## config.mk

```make
export PLATFORM = sky130hd
export DESIGN_NAME = i2c_master_byte_engine_unit
export DESIGN_NICKNAME = d
export VERILOG_FILES = /design/src/design/i2cm_pkg.sv /design/src/design/i2cm_step.sv /design/src/design/i2c_master_byte_engine_unit.sv
export VERILOG_INCLUDE_DIRS = /design/src /design/src/design
export SDC_FILE = /design/constraint.sdc
export NUM_CORES = 1
export LEC_CHECK = 0
export BUFFER_PORTS_ARGS = -buffer_cell sky130_fd_sc_hd__clkbuf_2
export CORE_MARGIN = 10
export CORE_UTILIZATION = 60
export CTS_CLUSTER_SIZE = 12
export DETAILED_ROUTE_END_ITERATION = 6
export PLACE_DENSITY = 0.85
export SYNTH_ARGS = -nofsm -noshare
export SYNTH_HDL_FRONTEND = slang
export SYNTH_HIERARCHICAL = 1
export SYNTH_SLANG_ARGS = --single-unit
export TNS_END_PERCENT = 5
```

## constraint.sdc

```tcl
create_clock -name aclk -period 4.1 [get_ports aclk]
set_input_delay 0.205 -clock aclk [delete_from_list [all_inputs] [get_ports aclk]]
set_output_delay 0.205 -clock aclk [all_outputs]
set_load 0.01 [all_outputs]
```

## src/design/i2c_master_byte_engine_unit_assert.svh

```systemverilog
// Assertion macros for the I2C master byte engine.
// Included by the top level; compiles to nothing when SYNTHESIS is defined.
`ifndef I2C_MASTER_BYTE_ENGINE_UNIT_ASSERT_SVH
`define I2C_MASTER_BYTE_ENGINE_UNIT_ASSERT_SVH

`ifndef SYNTHESIS

`define I2CM_ASSERT_NOW(label, clk, rstn, ante, cons, msg) \
    label: assert property (@(posedge clk) disable iff (!(rstn)) (ante) |-> (cons)) \
        else $error(msg);

`define I2CM_ASSERT_NEXT(label, clk, rstn, ante, cons, msg) \
    label: assert property (@(posedge clk) disable iff (!(rstn)) (ante) |=> (cons)) \
        else $error(msg);

`else

`define I2CM_ASSERT_NOW(label, clk, rstn, ante, cons, msg)

`define I2CM_ASSERT_NEXT(label, clk, rstn, ante, cons, msg)

`endif

`endif

```

## src/design/i2cm_pkg.sv

```systemverilog
// Shared types and constants of the I2C master byte engine.
// Used by i2cm_step and i2c_master_byte_engine_unit; no dependencies.
package i2cm_pkg;

    localparam int DELAY_WIDTH     = 16;
    localparam int TIMEOUT_WIDTH   = 24;
    localparam int CFG_DATA_WIDTH  = 24;
    localparam int CFG_INDEX_WIDTH = 2;
    localparam int S_TDATA_WIDTH   = 16;
    localparam int S_TUSER_WIDTH   = 3;
    localparam int M_TDATA_WIDTH   = 16;

    localparam logic [1:0] OP_START = 2'd0;
    localparam logic [1:0] OP_STOP  = 2'd1;
    localparam logic [1:0] OP_WRITE = 2'd2;
    localparam logic [1:0] OP_READ  = 2'd3;

    localparam logic [CFG_INDEX_WIDTH-1:0] CFG_BIT_DELAY       = 2'd0;
    localparam logic [CFG_INDEX_WIDTH-1:0] CFG_STRETCH_TIMEOUT = 2'd1;
    localparam logic [CFG_INDEX_WIDTH-1:0] CFG_STRETCH_CHECK   = 2'd2;

    localparam logic [DELAY_WIDTH-1:0]   BIT_DELAY_RESET       = 16'd5;
    localparam logic [TIMEOUT_WIDTH-1:0] STRETCH_TIMEOUT_RESET = 24'd1000;

    localparam logic [3:0] BITS_PER_BYTE = 4'd8;
    localparam logic [2:0] BIT_MSB       = 3'd7;

    // phase codes: one per wait point of each command
    localparam logic [4:0] PH_START_REL    = 5'd0;
    localparam logic [4:0] PH_START_DLY_A  = 5'd1;
    localparam logic [4:0] PH_START_DLY_B  = 5'd2;
    localparam logic [4:0] PH_START_DLY_C  = 5'd3;
    localparam logic [4:0] PH_STOP_DLY_A   = 5'd4;
    localparam logic [4:0] PH_STOP_REL     = 5'd5;
    localparam logic [4:0] PH_STOP_DLY_B   = 5'd6;
    localparam logic [4:0] PH_STOP_DLY_C   = 5'd7;
    localparam logic [4:0] PH_STOP_DLY_D   = 5'd8;
    localparam logic [4:0] PH_WR_BIT_DLY   = 5'd9;
    localparam logic [4:0] PH_WR_REL       = 5'd10;
    localparam logic [4:0] PH_WR_HIGH_DLY  = 5'd11;
    localparam logic [4:0] PH_WR_LOW_DLY   = 5'd12;
    localparam logic [4:0] PH_WR_ACK_DLY   = 5'd13;
    localparam logic [4:0] PH_WR_ACK_REL   = 5'd14;
    localparam logic [4:0] PH_WR_ACK_HIGH  = 5'd15;
    localparam logic [4:0] PH_RD_DLY       = 5'd16;
    localparam logic [4:0] PH_RD_REL       = 5'd17;
    localparam logic [4:0] PH_RD_HIGH_DLY  = 5'd18;
    localparam logic [4:0] PH_RD_LOW_DLY   = 5'd19;
    localparam logic [4:0] PH_RD_ACK_DLY   = 5'd20;
    localparam logic [4:0] PH_RD_ACK_REL   = 5'd21;
    localparam logic [4:0] PH_RD_ACK_HIGH  = 5'd22;
    localparam logic [4:0] PH_IDLE         = 5'd31;

    typedef struct packed {
        logic [4:0]               phase;
        logic [1:0]               cmd;
        logic [3:0]               bit_count;
        logic [DELAY_WIDTH-1:0]   delay_count;
        logic [TIMEOUT_WIDTH-1:0] stretch_count;
        logic [7:0]               shift_byte;
        logic                     ack_choice;
        logic                     scl_drive;
        logic                     sda_drive;
        logic                     ack_flag;
        logic                     error_flag;
        logic [7:0]               read_hold;
    } i2cm_state_t;

    typedef struct packed {
        logic [DELAY_WIDTH-1:0]   bit_delay;
        logic [TIMEOUT_WIDTH-1:0] stretch_timeout;
        logic                     check_en;
    } i2cm_cfg_t;

    typedef struct packed {
        logic       cmd_valid;
        logic [1:0] opcode;
        logic [7:0] write_byte;
        logic       send_ack;
        logic       scl_in;
        logic       sda_in;
    } i2cm_item_t;

endpackage

```

## src/design/i2cm_step.sv

```systemverilog
// Next-state logic of the I2C master byte engine for one sampled tick.
// Depends on i2cm_pkg.
module i2cm_step (
    input  i2cm_pkg::i2cm_state_t st_i,
    input  i2cm_pkg::i2cm_cfg_t   cfg_i,
    input  i2cm_pkg::i2cm_item_t  item_i,
    output i2cm_pkg::i2cm_state_t st_o,
    output logic                  done_o
);

    logic                             resume;
    logic                             is_rel;
    logic [3:0]                       bc_inc;
    logic [i2cm_pkg::DELAY_WIDTH:0]   half_sum;
    logic [i2cm_pkg::DELAY_WIDTH-1:0] half_delay;
    i2cm_pkg::i2cm_state_t            n;

    function automatic i2cm_pkg::i2cm_state_t do_delay(
        input i2cm_pkg::i2cm_state_t            s,
        input logic [4:0]                       ph,
        input logic [i2cm_pkg::DELAY_WIDTH-1:0] cnt
    );
        i2cm_pkg::i2cm_state_t r;
        r             = s;
        r.delay_count = cnt;
        r.phase       = ph;
        return r;
    endfunction

    // release SCL, then wait for it or go straight into the high delay
    function automatic i2cm_pkg::i2cm_state_t do_release(
        input i2cm_pkg::i2cm_state_t            s,
        input logic [4:0]                       ph_rel,
        input logic [4:0]                       ph_dly,
        input logic                             check,
        input logic [i2cm_pkg::DELAY_WIDTH-1:0] cnt
    );
        i2cm_pkg::i2cm_state_t r;
        r           = s;
        r.scl_drive = 1'b1;
        if (check) begin
            r.stretch_count = '0;
            r.phase         = ph_rel;
        end else begin
            r.delay_count = cnt;
            r.phase       = ph_dly;
        end
        return r;
    endfunction

    function automatic i2cm_pkg::i2cm_state_t do_finish(input i2cm_pkg::i2cm_state_t s);
        i2cm_pkg::i2cm_state_t r;
        r = s;
        if (s.cmd == i2cm_pkg::OP_READ) begin
            r.read_hold = s.shift_byte;
        end
        r.phase = i2cm_pkg::PH_IDLE;
        return r;
    endfunction

    assign half_sum   = {1'b0, cfg_i.bit_delay} + {{i2cm_pkg::DELAY_WIDTH{1'b0}}, 1'b1};
    assign half_delay = half_sum[i2cm_pkg::DELAY_WIDTH:1];

    assign is_rel = (st_i.phase == i2cm_pkg::PH_START_REL)  ||
                    (st_i.phase == i2cm_pkg::PH_STOP_REL)   ||
                    (st_i.phase == i2cm_pkg::PH_WR_REL)     ||
                    (st_i.phase == i2cm_pkg::PH_WR_ACK_REL) ||
                    (st_i.phase == i2cm_pkg::PH_RD_REL)     ||
                    (st_i.phase == i2cm_pkg::PH_RD_ACK_REL);

    always_comb begin
        n      = st_i;
        done_o = 1'b0;
        resume = 1'b0;
        bc_inc = st_i.bit_count + 4'd1;

        if (st_i.phase == i2cm_pkg::PH_IDLE) begin
            if (item_i.cmd_valid) begin
                n.cmd        = item_i.opcode;
                n.bit_count  = '0;
                n.error_flag = 1'b0;
                if (item_i.opcode == i2cm_pkg::OP_WRITE) begin
                    n.shift_byte = item_i.write_byte;
                    n.ack_flag   = 1'b0;
                end
                if (item_i.opcode == i2cm_pkg::OP_READ) begin
                    n.shift_byte = '0;
                    n.ack_choice = item_i.send_ack;
                end
                resume = 1'b1;
            end
        end else if (is_rel) begin
            if (item_i.scl_in) begin
                resume = 1'b1;
            end else if (st_i.stretch_count >= cfg_i.stretch_timeout) begin
                // drop a timeout on the read acknowledge bit
                n.error_flag = (st_i.phase != i2cm_pkg::PH_RD_ACK_REL);
                n            = do_finish(n);
                done_o       = 1'b1;
            end else begin
                n.stretch_count = st_i.stretch_count + 1'b1;
            end
        end else begin
            if (st_i.delay_count > 1) begin
                n.delay_count = st_i.delay_count - 1'b1;
            end else begin
                resume = 1'b1;
            end
        end

        if (resume) begin
            unique case (st_i.phase)
                i2cm_pkg::PH_IDLE: begin
                    unique case (n.cmd)
                        i2cm_pkg::OP_START: begin
                            n.sda_drive = 1'b1;
                            n = do_release(n, i2cm_pkg::PH_START_REL, i2cm_pkg::PH_START_DLY_A,
                                           cfg_i.check_en, cfg_i.bit_delay);
                        end
                        i2cm_pkg::OP_STOP: begin
                            n.sda_drive = 1'b0;
                            n = do_delay(n, i2cm_pkg::PH_STOP_DLY_A, cfg_i.bit_delay);
                        end
                        i2cm_pkg::OP_WRITE: begin
                            n.scl_drive = 1'b0;
                            n.sda_drive = n.shift_byte[i2cm_pkg::BIT_MSB];
                            n = do_delay(n, i2cm_pkg::PH_WR_BIT_DLY, cfg_i.bit_delay);
                        end
                        default: begin
                            n.sda_drive = 1'b1;
                            n = do_delay(n, i2cm_pkg::PH_RD_DLY, cfg_i.bit_delay);
                        end
                    endcase
                end
                i2cm_pkg::PH_START_REL:
                    n = do_delay(n, i2cm_pkg::PH_START_DLY_A, cfg_i.bit_delay);
                i2cm_pkg::PH_START_DLY_A:
                    n = do_delay(n, i2cm_pkg::PH_START_DLY_B, cfg_i.bit_delay);
                i2cm_pkg::PH_START_DLY_B: begin
                    n.sda_drive = 1'b0;
                    n = do_delay(n, i2cm_pkg::PH_START_DLY_C, cfg_i.bit_delay);
                end
                i2cm_pkg::PH_START_DLY_C: begin
                    n.scl_drive = 1'b0;
                    n      = do_finish(n);
                    done_o = 1'b1;
                end
                i2cm_pkg::PH_STOP_DLY_A:
                    n = do_release(n, i2cm_pkg::PH_STOP_REL, i2cm_pkg::PH_STOP_DLY_B,
                                   cfg_i.check_en, cfg_i.bit_delay);
                i2cm_pkg::PH_STOP_REL:
                    n = do_delay(n, i2cm_pkg::PH_STOP_DLY_B, cfg_i.bit_delay);
                i2cm_pkg::PH_STOP_DLY_B:
                    n = do_delay(n, i2cm_pkg::PH_STOP_DLY_C, cfg_i.bit_delay);
                i2cm_pkg::PH_STOP_DLY_C: begin
                    n.sda_drive = 1'b1;
                    n = do_delay(n, i2cm_pkg::PH_STOP_DLY_D, half_delay);
                end
                i2cm_pkg::PH_WR_BIT_DLY:
                    n = do_release(n, i2cm_pkg::PH_WR_REL, i2cm_pkg::PH_WR_HIGH_DLY,
                                   cfg_i.check_en, cfg_i.bit_delay);
                i2cm_pkg::PH_WR_REL:
                    n = do_delay(n, i2cm_pkg::PH_WR_HIGH_DLY, cfg_i.bit_delay);
                i2cm_pkg::PH_WR_HIGH_DLY: begin
                    n.bit_count = bc_inc;
                    n.scl_drive = 1'b0;
                    if (bc_inc < i2cm_pkg::BITS_PER_BYTE) begin
                        n.sda_drive = n.shift_byte[i2cm_pkg::BIT_MSB - bc_inc[2:0]];
                        n = do_delay(n, i2cm_pkg::PH_WR_BIT_DLY, cfg_i.bit_delay);
                    end else begin
                        n = do_delay(n, i2cm_pkg::PH_WR_LOW_DLY, cfg_i.bit_delay);
                    end
                end
                i2cm_pkg::PH_WR_LOW_DLY: begin
                    n.sda_drive = 1'b1;
                    n = do_delay(n, i2cm_pkg::PH_WR_ACK_DLY, cfg_i.bit_delay);
                end
                i2cm_pkg::PH_WR_ACK_DLY:
                    n = do_release(n, i2cm_pkg::PH_WR_ACK_REL, i2cm_pkg::PH_WR_ACK_HIGH,
                                   cfg_i.check_en, cfg_i.bit_delay);
                i2cm_pkg::PH_WR_ACK_REL:
                    n = do_delay(n, i2cm_pkg::PH_WR_ACK_HIGH, cfg_i.bit_delay);
                i2cm_pkg::PH_WR_ACK_HIGH: begin
                    n.ack_flag  = ~item_i.sda_in;
                    n.scl_drive = 1'b0;
                    n      = do_finish(n);
                    done_o = 1'b1;
                end
                i2cm_pkg::PH_RD_DLY:
                    n = do_release(n, i2cm_pkg::PH_RD_REL, i2cm_pkg::PH_RD_HIGH_DLY,
                                   cfg_i.check_en, cfg_i.bit_delay);
                i2cm_pkg::PH_RD_REL:
                    n = do_delay(n, i2cm_pkg::PH_RD_HIGH_DLY, cfg_i.bit_delay);
                i2cm_pkg::PH_RD_HIGH_DLY: begin
                    n.shift_byte = {n.shift_byte[6:0], item_i.sda_in};
                    n.scl_drive  = 1'b0;
                    n = do_delay(n, i2cm_pkg::PH_RD_LOW_DLY, half_delay);
                end
                i2cm_pkg::PH_RD_LOW_DLY: begin
                    n.bit_count = bc_inc;
                    if (bc_inc < i2cm_pkg::BITS_PER_BYTE) begin
                        n = do_release(n, i2cm_pkg::PH_RD_REL, i2cm_pkg::PH_RD_HIGH_DLY,
                                       cfg_i.check_en, cfg_i.bit_delay);
                    end else begin
                        if (n.ack_choice) begin
                            n.sda_drive = 1'b0;
                        end
                        n = do_delay(n, i2cm_pkg::PH_RD_ACK_DLY, cfg_i.bit_delay);
                    end
                end
                i2cm_pkg::PH_RD_ACK_DLY:
                    n = do_release(n, i2cm_pkg::PH_RD_ACK_REL, i2cm_pkg::PH_RD_ACK_HIGH,
                                   cfg_i.check_en, cfg_i.bit_delay);
                i2cm_pkg::PH_RD_ACK_REL:
                    n = do_delay(n, i2cm_pkg::PH_RD_ACK_HIGH, cfg_i.bit_delay);
                i2cm_pkg::PH_RD_ACK_HIGH: begin
                    n.scl_drive = 1'b0;
                    n      = do_finish(n);
                    done_o = 1'b1;
                end
                default: begin
                    n      = do_finish(n);
                    done_o = 1'b1;
                end
            endcase
        end

        st_o = n;
    end

endmodule

```

## src/design/i2c_master_byte_engine_unit.sv

```systemverilog
// Top level of the I2C master byte engine: handshake, configuration and state registers.
// Depends on i2cm_pkg, i2cm_step and i2c_master_byte_engine_unit_assert.svh.
//
//   channel | ports            | moves
//   --------+------------------+------------------------------------------------
//   input   | s_t*             | one sampled tick: command, byte, ack choice, pins
//   result  | m_t*             | pin drives and status after that tick
//   config  | cfg_*            | register writes, no read-back
//
// One transaction per cycle unless m_ stalls; m_tdata is registered on acceptance.
// The state update is a single pass through i2cm_step between state and result registers.
// s_tready is low only while an untaken result is held and m_tready is low.
// aresetn is synchronous: idle, both lines released, state and config registers at their defaults.
`include "i2c_master_byte_engine_unit_assert.svh"

module i2c_master_byte_engine_unit (
    input  logic                                 aclk,
    input  logic                                 aresetn,
    input  logic                                 s_tvalid,
    output logic                                 s_tready,
    // write_byte[7:0], send_ack[8], scl_in[9], sda_in[10], zero fill
    input  logic [i2cm_pkg::S_TDATA_WIDTH-1:0]   s_tdata,
    // cmd_valid[0], opcode[2:1]
    input  logic [i2cm_pkg::S_TUSER_WIDTH-1:0]   s_tuser,
    output logic                                 m_tvalid,
    input  logic                                 m_tready,
    // scl_out[0], sda_out[1], busy_res[2], done_res[3], read_byte[11:4],
    // ack_seen[12], timeout_error[13], zero fill
    output logic [i2cm_pkg::M_TDATA_WIDTH-1:0]   m_tdata,
    input  logic                                 cfg_wr_en,
    input  logic [i2cm_pkg::CFG_INDEX_WIDTH-1:0] cfg_index,
    input  logic [i2cm_pkg::CFG_DATA_WIDTH-1:0]  cfg_wr_data
);

    i2cm_pkg::i2cm_state_t            state_reg;
    i2cm_pkg::i2cm_state_t            state_next;
    i2cm_pkg::i2cm_cfg_t              cfg_reg;
    i2cm_pkg::i2cm_item_t             item;
    logic                             done_next;
    logic                             accept;
    logic                             m_tvalid_reg;
    logic [i2cm_pkg::M_TDATA_WIDTH-1:0] m_tdata_reg;
    logic [i2cm_pkg::M_TDATA_WIDTH-1:0] m_tdata_next;

    assign item.cmd_valid  = s_tuser[0];
    assign item.opcode     = s_tuser[2:1];
    assign item.write_byte = s_tdata[7:0];
    assign item.send_ack   = s_tdata[8];
    assign item.scl_in     = s_tdata[9];
    assign item.sda_in     = s_tdata[10];

    assign s_tready = ~m_tvalid_reg | m_tready;
    assign accept   = s_tvalid & s_tready;
    assign m_tvalid = m_tvalid_reg;
    assign m_tdata  = m_tdata_reg;

    i2cm_step u_step (
        .st_i   (state_reg),
        .cfg_i  (cfg_reg),
        .item_i (item),
        .st_o   (state_next),
        .done_o (done_next)
    );

    assign m_tdata_next = {2'b00,
                           state_next.error_flag,
                           state_next.ack_flag,
                           state_next.read_hold,
                           done_next,
                           (state_next.phase != i2cm_pkg::PH_IDLE),
                           state_next.sda_drive,
                           state_next.scl_drive};

    always_ff @(posedge aclk) begin
        if (!aresetn) begin
            cfg_reg.bit_delay       <= i2cm_pkg::BIT_DELAY_RESET;
            cfg_reg.stretch_timeout <= i2cm_pkg::STRETCH_TIMEOUT_RESET;
            cfg_reg.check_en        <= 1'b1;
        end else if (cfg_wr_en) begin
            unique case (cfg_index)
                i2cm_pkg::CFG_BIT_DELAY:
                    cfg_reg.bit_delay <= cfg_wr_data[i2cm_pkg::DELAY_WIDTH-1:0];
                i2cm_pkg::CFG_STRETCH_TIMEOUT:
                    cfg_reg.stretch_timeout <= cfg_wr_data[i2cm_pkg::TIMEOUT_WIDTH-1:0];
                i2cm_pkg::CFG_STRETCH_CHECK:
                    cfg_reg.check_en <= cfg_wr_data[0];
                default: begin
                end
            endcase
        end
    end

    always_ff @(posedge aclk) begin
        if (!aresetn) begin
            state_reg.phase         <= i2cm_pkg::PH_IDLE;
            state_reg.cmd           <= i2cm_pkg::OP_START;
            state_reg.bit_count     <= '0;
            state_reg.delay_count   <= '0;
            state_reg.stretch_count <= '0;
            state_reg.shift_byte    <= '0;
            state_reg.ack_choice    <= 1'b0;
            state_reg.scl_drive     <= 1'b1;
            state_reg.sda_drive     <= 1'b1;
            state_reg.ack_flag      <= 1'b0;
            state_reg.error_flag    <= 1'b0;
            state_reg.read_hold     <= '0;
        end else if (accept) begin
            state_reg <= state_next;
        end
    end

    always_ff @(posedge aclk) begin
        if (!aresetn) begin
            m_tvalid_reg <= 1'b0;
        end else if (accept) begin
            m_tvalid_reg <= 1'b1;
        end else if (m_tready) begin
            m_tvalid_reg <= 1'b0;
        end
    end

    always_ff @(posedge aclk) begin
        if (accept) begin
            m_tdata_reg <= m_tdata_next;
        end
    end

    `I2CM_ASSERT_NOW(a_done_not_busy, aclk, aresetn, m_tvalid_reg && m_tdata_reg[3], !m_tdata_reg[2], "done reported while still busy")
    `I2CM_ASSERT_NOW(a_error_scl_released, aclk, aresetn, state_reg.error_flag, state_reg.scl_drive, "timeout with SCL pulled low")
    `I2CM_ASSERT_NOW(a_bit_count_range, aclk, aresetn, 1'b1, state_reg.bit_count <= i2cm_pkg::BITS_PER_BYTE, "bit counter past one byte")
    `I2CM_ASSERT_NEXT(a_command_starts_busy, aclk, aresetn, accept && item.cmd_valid && state_reg.phase == i2cm_pkg::PH_IDLE, state_reg.phase != i2cm_pkg::PH_IDLE, "command did not enter a bus phase")

endmodule
```

Yosys cells after proc, flatten, opt, wreduce, memory -nomap -nowiden:

Cells that the tools add are included.
W data, S select, Z words.

* reductions and logical operators: 14
* $add $sub $neg: 5
* multiplexer cells: 52
* order comparisons: 4
* equality and inequality tests: 32
* bitwise logic cells: 4

Operators with widths (number)
* $pmux W72 S22: 1
* $pmux W72 S3: 1
* $mux W72: 2
* $mux W70: 2
* $mux W16: 3
* $mux W24: 2
* $mux W45: 1
* $eq A5 B5 Y1 const B: 8
* $mux W40: 1
* $mux W9: 4
* $eq A5 B4 Y1 const B: 7
* $mux W8: 4
* $mux W27: 1
* $add A24 B1 Y24 const B: 1
* $ge A24 B24 Y1: 1
* $eq A5 B3 Y1 const B: 4
* $reduce_or A20 Y1: 1
* $mux W1: 19
* $add A16 B1 Y17 const B: 1
* $gt A16 B1 Y1 const B: 1
* $sub A16 B1 Y16 const B: 1
* $eq A2 B2 Y1 const B: 6
* $mux W2: 6
* $mux W6: 2
* other kinds (20): 31

* output and inout port bits: 18
* input port bits: 50
* register bits: 128
* logic and storage cells: 128

Logic depth before layout (Yosys ltp):

* depth in word-level cells: 14
* gate-level depth with buffers: 13

By module:

Netlist, hierarchy kept.

By module, submodules not included
* i2c_master_byte_engine_unit: area an instance 4864.7 um^2, cells an instance 502, sequential area each 2702.6 um^2, times used 1
* i2cm_step: area an instance 4075.2 um^2, cells an instance 638, sequential area each 0.0 um^2, times used 1

Worst setup path before layout:

No wires, ideal clock.

* kind: reg-to-reg
* start point: reg state_reg[56] (netlist name)
* end point: reg m_tdata_reg (netlist bit m_tdata[4]) (data pin)
* cell stages (with the launch flop): 8
* path buffers: 0
* library setup time: 0.267 ns
* path slack: 1.197 ns
* arrival time: 2.636 ns
* required time: 3.833 ns
* cell sequence: dfxtp_1 > or4_1 > or4_1 > nor3_2 > o221ai_1 > a222oi_1 > o21ai_1 > mux2_1

* cells in the longest elaborated chain, start to end: 5

Ends and longest elaborated chain
* from (decl): line i2c_master_byte_engine_unit.sv:35 `i2cm_pkg::i2cm_state_t state_reg;`
* from (signal assigned): line i2c_master_byte_engine_unit.sv:108 `state_reg <= state_next;`
* $gt A16 B1 Y1: line i2cm_step.sv:104 `if (st_i.delay_count > 1) begin`
* $mux W1: line i2cm_step.sv:104
* $mux W1: line i2cm_step.sv:92 `end else if (is_rel) begin`
* $mux W1: line i2cm_step.sv:77 `if (st_i.phase == i2cm_pkg::PH_IDLE) begin`
* $mux W72: line i2cm_step.sv:111 `if (resume) begin`
* net m_tdata_next (one bit): line i2c_master_byte_engine_unit.sv:43 `logic [i2cm_pkg::M_TDATA_WIDTH-1:0] m_tdata_next;`
* to (signal assigned): line i2c_master_byte_engine_unit.sv:124 `m_tdata_reg <= m_tdata_next;`
* to (decl): line i2c_master_byte_engine_unit.sv:42 `logic [i2cm_pkg::M_TDATA_WIDTH-1:0] m_tdata_reg;`

The timed path passes the listed nets, and every way through them passes these cells.
A chain may end at the register's enable or synchronous reset.

==> metrics list <==
- GRT Residual Overflow: 0
- Max-cap violations: 0
- Via count of the first global-routing pass: 7,772
- Buffers placed on the I/O ports in this run total 60.
* Predominant post-synthesis flop cell: sky130_fd_sc_hd__dfxtp_1
- Kind of capture point of the worst setup path: flip-flop
- Across every metal layer, demand over resource in global routing totals a little under a quarter.
- The first TritonRoute pass finished after 6 iterations.
- Setup violations remaining at the end of the flow were counted as 0.
- Count of mapped cells out of synthesis: 1,140
- Leading post-synthesis cells by cell area: sky130_fd_sc_hd__dfxtp_1, sky130_fd_sc_hd__mux2i_1, sky130_fd_sc_hd__nand2_1, sky130_fd_sc_hd__edfxtp_1, sky130_fd_sc_hd__ha_1
- Count of boundary I/O pins: 68
- Routability-driven placement finished with a final weighted congestion of 0.9693.
- On the final layout, the worst clock skew is 8.328 ps.
- The average instance in the mapped netlist occupies around 8 um2.
* Flop and latch count out of synthesis: 128
- DRC violation count after routing: 0
- Vias per std cell: 6.424
- The min-delay analysis places its worst path in the category in -> reg.
- After routing, the total negative slack on setup checks comes to 0 ps.
* Actual transition at the worst max-transition pin: 1129 ps
- Together, buffers and inverters on the worst path number 0.
- Minimum hold slack: 15.96 ps
* Most common cell in the synthesized netlist: sky130_fd_sc_hd__nand2_1
* Area delta synth->final: 9.825%
- Final hold viol count: 0
* Proportion of synthesized chip area in sequential cells: 30.23%
- Die outline height: 142.1 um
- Initial core utilization: 61.28%
* Worst relative slew slack: between 20 and 25%
- In the final routed layout, each cell accounts on average for 18.02 um.
- Cells traversed along the worst timing path: or4_1 > or4_1 > nor3_2 > o221ai_1 > a21oi_1 > a21oi_1 > mux2i_1 > nand2_1 > mux2i_1
* Proportion of netlist area held by the largest area contributor: 25.53%
- Summed over all cells, the static leakage comes to around 4.0 nW.
- Number of inserted diodes: 0
* Wire length of the first global-routing pass: 39,430 um
- In this design, the largest share of critical-path delay is due to simple AND/OR/NAND/NOR gates.
* TritonCTS clock tree: done
- CTS saw ~130 sinks.
- Shortest period the worst path allows: 3394 ps
- The number of antenna violations at the first check in global routing was 0.
- By count the netlist is led by sky130_fd_sc_hd__nand2_1, sky130_fd_sc_hd__dfxtp_1, sky130_fd_sc_hd__mux2i_1.
- Synthesis instantiated 77 different standard cells from the library.
- Clock root buffer master: sky130_fd_sc_hd__clkbuf_16
* Outcome: finished, final reports clean
- Setup repair after global routing left no endpoint under its margin.
* Count of nets left with antenna violations after detail routing: 0
- For this design, the slowest cell found on the critical path is sky130_fd_sc_hd__a21oi_1.
- The floorplan step defined a die boundary enclosing 20,180 um2.
- Largest net degree at the start of global routing: between 150 and 200
- Count of cells resized by post-cts repair: 0
- Core area: 14,590 um2
* Register-to-register path setup slack: 710 ps
- Sort of element at the start of the critical path: flip-flop
- Number of enable flip-flop cells after synthesis: 14
- Post-Place Setup Slack: around 840 ps
- Clock latency on the worst-skew pair: 430 ps
* 1st-iter DRT viols: 1,122
- Total of warnings raised by yosys: 6
* DP HPWL: between 15,000 and 20,000 um
- Floorplan die width: around 140 um
- In the post-route analysis, the smallest setup slack over all paths is between 700 and 800 ps.
* Clock edge transition at the registers on the reported setup and hold paths: roughly 60 ps
* Synthesized area: roughly 8900 um2
* Pwr/cell area: 544.6 nW/um2
- CTS Buf Count: 17
- Net count of the finished layout: between 1,000 and 1,500
* Number of flip-flops under the largest register name: 72
* Library cell occupying the most area in the post-synthesis netlist: sky130_fd_sc_hd__dfxtp_1
- The critical path is of the reg -> reg type.
* Number of cell rows: 44
* H-tree depth: 4
- IR analysis of the VDD net gives a maximum drop of 0.0003955 V.
* Max Buffers Root-to-Sink: 2
- Worst-path maximum fanout: 9
- Crit-path max cell delay: 750 ps
* Via total after detailed routing: slightly below 9,000
- Dividing the final minimum period by the clock period gives 82.78%.
- Data arrival, critical path: 3740 ps
* Max-slew violation total from the final report: 0
* Post-synthesis async set-or-reset flop share: 0%
- Share of layout cells above drive strength 1: 10.95%
* Required time reported for the critical path endpoint: around 4500 ps
* FMAX: 0.2946 GHz
- The routed design has roughly 25,000 um of wire.
[layout by cell type, fill, tap and decap left out, drive strengths merged, types with 16 or more instances in the layout]
cell type  count
nand2        208
dfxtp        114
mux2i         95
clkbuf        83
nand3         70
o21ai         70
a21oi         51
nor2          50
inv           45
ha            29
buf           26
xnor2         23
nand4         19
nor3          19
and3          18
o22ai         16
[through the flow]
| stage | instance area [um2] | cells | utilization, % | power [W] |
|---|---|---|---|---|
| 2_1_floorplan | 8944 | 1141 | - | 0.003275 |
| 3_3_place_gp | 9216 | 1327 | 63.17 | 0.003775 |
| 3_5_place_dp | 9216 | 1327 | 63.17 | 0.003829 |
| 4_1_cts | 9818 | 1362 | 67.30 | 0.005281 |
| 5_1_grt | 9818 | 1362 | 67.30 | 0.005637 |
| 6_report | 9818 | 1362 | 67.30 | 0.005347 |
[layout make-up]
cell class / count / area [um2]
Timing Repair Buffer: 89 / 546.8
Inverter: 44 / 165.2
Multi-Input combinational cell: 886 / 5612
Clock inverter: 7 / 48.80
Tap cell: 184 / 230.2
Fill cell: 1186 / 4771
Clock buffer: 24 / 513.0
Sequential cell: 128 / 2703
[worst register-to-register path, delay by kind of cell, from the launching register on]
family / cells / cell delay (ps)
AND/OR/NAND/NOR: 4 / 1450
multiplexers: 2 / 380
flip-flops: 1 / 350
AO/OA/AOI/OAI: 3 / 1140
[routing by layer]
layer / up-vias / wire length [um] / share of wire, % / GRT usage (%)
met5: - / 0 / 0 / 0
met4: 0 / 731 / 3.0 / 10.11
met3: 77 / 2097 / 8.5 / 4.973
met2: 451 / 11170 / 46 / 36.68
met1: 4044 / 10540 / 43 / 30.70
li1: 4178 / - / - / -
[cells by family after synthesis]
group | Yosys count | share of synthesized area, %
xor gates and xnor gates | 34 | 3.331
other | 1 | 0.04195
muxes | 100 | 11.27
adders and majority gates | 29 | 4.059
and+or+nand+nor | 454 | 24.10
buffers and inverters | 127 | 7.040
DFF | 128 | 30.23
AOI/OAI and AO/OA | 267 | 19.93
[where the power goes]
group / switching (W) / internal, W
sequential: 0.000126 / 0.00138
combinational: 0.00148 / 0.000917
clock: 0.000571 / 0.000870
total: 0.00218 / 0.00317
[final timing paths]
kind,startpoint,end,cells after the start
worst min register to register,state_reg[12]$_SDFFE_PN0P_,state_reg[12]$_SDFFE_PN0P_,2
worst min-delay path,cfg_wr_data[5],cfg_reg[30]$_SDFFE_PN0P_,3
worst max-delay path,state_reg[55]$_SDFFE_PN0P_,state_reg[26]$_SDFFE_PN0P_,9
worst max register to register,state_reg[55]$_SDFFE_PN0P_,state_reg[26]$_SDFFE_PN0P_,9
[timing repair]
action / in CTS / in global routing
setup endpoints to repair: 0 / 0
hold buffers: 4 / 0
hold endpoints to repair: 4 / 0
buffers inserted: 0 / 0
No activity file was read; power rests on OpenSTA's default activity.
